[config.mk]
export PLATFORM = sky130hd
export DESIGN_NAME = suwi_front
export DESIGN_NICKNAME = d
export VERILOG_FILES = /design/src/sv/suwi_pkg.sv /design/src/sv/suwi_front.sv
export SDC_FILE = /design/constraint.sdc
export NUM_CORES = 1
export LEC_CHECK = 0
export ABC_AREA = 1
export BUFFER_PORTS_ARGS = -buffer_cell sky130_fd_sc_hd__buf_2
export CAP_MARGIN = 20
export CORE_MARGIN = 10
export CORE_UTILIZATION = 52
export CTS_CLUSTER_DIAMETER = 100
export DETAILED_ROUTE_END_ITERATION = 10
export PLACE_DENSITY_LB_ADDON = 0.15
export SLEW_MARGIN = 20
export SYNTH_ARGS = -nofsm -noshare
export SYNTH_HDL_FRONTEND = slang
export SYNTH_SLANG_ARGS = --single-unit
[constraint.sdc]
create_clock -name clk -period 5 [get_ports clk]
set_input_delay 0.25 -clock clk [delete_from_list [all_inputs] [get_ports clk]]
set_output_delay 0.25 -clock clk [all_outputs]
set_load 0.02 [all_outputs]
[src/sv/suwi_pkg.sv]
package suwi_pkg;
  localparam int unsigned MaxIdsDefault = 64;
  localparam int unsigned IdWidthDefault = 64;
  localparam int unsigned PosW = 6;
  localparam int unsigned CntW = 7;
  localparam int unsigned ValW = 64;

  typedef enum logic [2:0] {
    ST_LOAD,
    ST_SORT_RD,
    ST_SORT_CMP,
    ST_RANK,
    ST_EMIT
  } back_state_t;
endpackage

[src/sv/suwi_front.sv]
module suwi_front #(
  parameter int unsigned IdWidth = suwi_pkg::IdWidthDefault
) (
  input  logic                     clk,
  input  logic                     rst_n,
  input  logic                     in_push,
  output logic                     in_full,
  input  logic [suwi_pkg::ValW-1:0] in_id_value,
  input  logic                     in_batch_end,
  output logic                     q_valid,
  input  logic                     q_take,
  output logic [suwi_pkg::ValW-1:0] q_id,
  output logic                     q_end
);
  // two-entry queue of fitted ids
  logic [suwi_pkg::ValW-1:0] id_r [2];
  logic [1:0]                end_r;
  logic                      wp_r, rp_r;
  logic [1:0]                cnt_r;
  logic [suwi_pkg::ValW-1:0] fit;
  logic                      push_ok, take_ok;

  // sign-extend the id from its top used bit
  assign fit = suwi_pkg::ValW'($signed(in_id_value[IdWidth-1:0]));
  assign in_full = cnt_r == 2'd2;
  assign push_ok = in_push && !in_full;
  assign q_valid = cnt_r != 2'd0;
  assign take_ok = q_take && q_valid;
  assign q_id = id_r[rp_r];
  assign q_end = end_r[rp_r];

  always_ff @(posedge clk) begin
    if (push_ok) begin
      id_r[wp_r] <= fit;
      end_r[wp_r] <= in_batch_end;
    end
    if (!rst_n) begin
      wp_r <= 1'b0;
      rp_r <= 1'b0;
      cnt_r <= 2'd0;
    end else begin
      if (push_ok) wp_r <= ~wp_r;
      if (take_ok) rp_r <= ~rp_r;
      cnt_r <= cnt_r + {1'b0, push_ok} - {1'b0, take_ok};
    end
  end

`ifndef SYNTH
  a_no_over: assert property (@(posedge clk) disable iff (!rst_n)
    cnt_r <= 2'd2) else $error("queue count out of range");
  a_full_hold: assert property (@(posedge clk) disable iff (!rst_n)
    (in_full && !q_take) |=> in_full) else $error("full dropped without take");
  a_empty_take: assert property (@(posedge clk) disable iff (!rst_n)
    (cnt_r == 2'd0) |=> (cnt_r <= 2'd1)) else $error("queue grew too fast");
`endif
endmodule

### Word level (Yosys, flattened, before mapping)

Memories as Yosys holds them, arrays and structs flattened. A register that Yosys moved wholly into a read port is not among the register bits.
Index checks and enable logic that the tools add are counted.

* memory bits (writable): 128
* memories: 1
* word-level logic and storage cells: 27
* register bits: 6
* ROM bits: 0
* bits in latches: 0

* equal/unequal tests: 1
* $lt $le $gt $ge: 3
* divide/modulo/power cells: 0
* shifts and indexed selects: 0
* $add $sub $neg: 2
* multiply operators: 0
* reductions and logical operators: 5
* bitwise logic cells: 2
* mux-type cells: 9

Memory list
* id_r: depth 2, bits a word 64, rd ports 1, clocked after memory_dff 1, write ports 1, line suwi_front.sv:16 `logic [suwi_pkg::ValW-1:0] id_r [2];`

Operator list (number)
* 1-bit two-way mux: 7
* 1-bit by 2-bit less-than comparator with 1-bit output (second input constant): 2
* 1-bit logical AND: 3
* 2-bit by 1-bit adder with 2-bit output: 1
* 2-bit bitwise mux: 1
* 2-bit == test (second input constant): 1
* 1-bit inverter: 2
* 2-bit nonzero test: 1
* 2-bit by 1-bit subtractor with 2-bit output: 1
* 1-bit demux with 1-bit select: 1
* 1-bit >= comparator (second input constant): 1
* 1-bit zero test: 1

### Depth between registers and ports, before layout

* word-level depth: 5
* depth in mapped cells: 11

### Least setup slack after synthesis

OpenSTA, ideal clock, no wires.

* path kind: register -> register
* start point: register cnt_r[0]
* end point: register end_r[0] (enable)
* slack: 1.235 ns
* stages on the path, launching flop included: 5
* arrival time: 3.277 ns
* path through: dfxtp_1 inv_1 nand2_1 nand2_1 nor2_1

* word-level cells in the longest chain between the ends: 3

Ends and longest elaborated chain
* start: declaration: line suwi_front.sv:19 `logic [1:0] cnt_r;`
* start signal: assignment: line suwi_front.sv:44 `cnt_r <= cnt_r + {1'b0, push_ok} - {1'b0, take_ok};`
* 2-bit == test: line suwi_front.sv:25 `assign in_full = cnt_r == 2'd2;`
* 1-bit zero test: line suwi_front.sv:26 `assign push_ok = in_push && !in_full;`
* 1-bit logical AND: line suwi_front.sv:26
* end signal: indexed assignment: line suwi_front.sv:35 `end_r[wp_r] <= in_batch_end;`
* end: declaration: line suwi_front.sv:17 `logic [1:0] end_r;`

No other way between the ends.
A chain may end at the register's enable or synchronous reset.

==> metrics.yaml <==
avgSynthCellArea_um2: 21.8
cts_setup_buffers: 0
fin_util_pct: 73.1
finalSetupViolations: 0
switching_share_pct: 28.7
ys_warn_count: 0
drtIter0Drc: 173
place.gp.congestion: 0.702
worstMarginPinSlew_ns: 0.705
htree_levels: 4
nFillCells: 646
fin_crit_ns: 2.65
num_vias: 2792
cts_sinks: 135
cts_buffers: 17
cp_data_arrival_time_ns: 2.40
drive_gt1_share_pct: 49.8
synth-edff-count: 130
synth_most_common_cell: "edfxtp_1"
p_seq_share_pct: 43.2
ioPinCount: 136
antennaDiodeCount: 0
via_per_inst: 4.66
grt_overflow_total: 0
power_switching_mw: 1.02
fin_cells: 599
ant_nets: 0
cellPowerDensity_nw_per_um2: 495
die_y_um: 120
pre_cts_slack_ns: 2.84
netlist_top_cells_area: "edfxtp_1 74%, mux2_4 17%, buf_12 2.3%"
grt_max_degree: 53
dieArea_um2: 14500
whs_endpoint: "wp_r"
grt_pass1_vias: 3187
layout_setup_ws_ns: 2.35
worstHoldStart: "in_push"
power.leakage_nw: 2.88
r2r_setup_slack_ns: 2.92
cp_max_fo: 33
cts_buffer_depth: 2
drc_errors: 0
status: "finished clean"
clk_latency_ns: 0.49
reg2reg_from: "cnt_r[0]"
max_cap_viol_count: 0
synthCells: 240
core-area_um2: 9770
antenna_found_initial: 0
grt_use_total_pct: 14.1
layout_worst_path_cycle_share_pct: 53.0
die_w_um: 120
fmax_mhz: 377
synth_nets: 311
dp.cells: 504
seq_area_frac_synth_pct: 76.4
area_growth_pct: 36.4
async_flop_share_pct: 0
holdPathStages: 3
required_ns: 4.75
rsz0062_at_grt: "false"
endpoint_kind: "output pin"
synth_cell_type_count: 12
synth_ff_type: "edfxtp_1"
dpl-instance-area_um2: 5980
r2r_cells: 5
nets: 527
internal-power_mw: 2.52
finalSetupTns_ns: 0
yosysTopAreaCell: "edfxtp_1"
grt_pass1_wl_um: 16000
ir_drop_v: 0.000331
start_util_pct: 53.6
hold_violations: 0
p_comb_share_pct: 27.2
cts_tree: "yes"
ys_ff_latch: 135
root_buffer: "clkbuf_8"
maxSlewViolCount: 0
wl_per_cell_um: 16.8
hold-worst-slack_ns: 0.0639
hold_path_class: "in -> reg"
critical_path_class: "reg -> out"
port_buffers: 135
skew_ns: 0.00772
p_total_mw: 3.54
firstDrtPassIters: 4
r2r_end: "id_r[0][59]"
netlist.area_leader.share_pct: 74.5
core.rowCount: 36
synth_common_cells: "130 x edfxtp_1, 60 x mux2_4, 9 x inv_1, 9 x nand2_1, 8 x nor2_1"
start_kind: "register"
synth_area_um2: 5240
routed_wl_um: 10100
clkTransAtPathRegs_ns: 0.05
post-route-cell-area_um2: 7150
slew_headroom_pct: 53.0
dp_hpwl_um: 6720
pwr-share-clk_pct: 29.6
## area by class of cell
class / count / area, um^2 / area share, %
multi-input combinational: 89 / 1080 / 15.1
tap: 133 / 166 / 2.33
inverter: 9 / 33.8 / 0.473
clock buffer: 17 / 414 / 5.79
timing repair buffer: 204 / 1360 / 19.0
sequential: 135 / 4010 / 56.1
clock inverter: 12 / 90.1 / 1.26
## registers in the layout, indices dropped and copies added, names as in the netlist, named ones only
name and flops:
end_r 2, wp_r 1, rp_r 1, id_r 128
cnt_r 2
## per-layer routing
layer	GRT usage (%)	vias up	part of all wire, %
met2	25.3	85	54
met1	14.7	1349	39
li1	-	1352	-
met3	5.77	6	6.5
met4	4.52	0	0.55
met5	0	-	0
## worst max-delay path: stages (launching register included)
cell     delay, ns
dfxtp_4       0.75
buf_4         0.61
mux2_4        0.36
buf_2         0.16
## how the worst max path moves through the flow
stage / startpoint / endpoint / cells past startpoint
global route: register / q_id[18] / 3
finish: register / q_id[18] / 3
detailed placement: register / q_id[18] / 3
global placement: register / q_id[18] / 3
CTS: register / q_id[17] / 3
floorplan: cnt_r[0] / end_r[0] / 4
## what timing repair did
item / CTS / global route
endpoints found under the hold margin: 132 / 0
hold buffers: 66 / 0
resized for setup: 0 / 0
## cell usage in the layout, fill, tap and decap left out, drive strengths merged
| master | count |
|---|---|
| nand3 | 3 |
| mux2 | 65 |
| buf | 138 |
| inv | 9 |
| edfxtp | 130 |
| clkbuf | 17 |
| ha | 2 |
| dlygate4sd3 | 66 |
| a21oi | 2 |
| dfxtp | 5 |
| nand2 | 9 |
| bufinv | 1 |
| clkinvlp | 2 |
| clkinv | 9 |
| nor2 | 8 |
## logic make-up after synthesis
| family | Yosys count | synth area share (%) |
|---|---|---|
| muxes | 65 | 18.3 |
| AOI/OAI and AO/OA | 2 | 0.191 |
| and+or+nand+nor | 20 | 1.50 |
| DFF | 135 | 76.4 |
| buffers and inverters | 16 | 3.15 |
| adders and majority gates | 2 | 0.477 |
## power groups by stage
stage / Clock, mW / Sequential, mW / Combinational [mW]
5_1_grt: 1.13 / 1.55 / 1.03
3_5_place_dp: 0 / 1.55 / 0.938
4_1_cts: 1.08 / 1.53 / 0.981
3_3_place_gp: 0 / 1.54 / 0.933
6_report: 1.05 / 1.53 / 0.961
2_1_floorplan: 0 / 1.50 / 0.761
(Power assumes the default switching activity.)
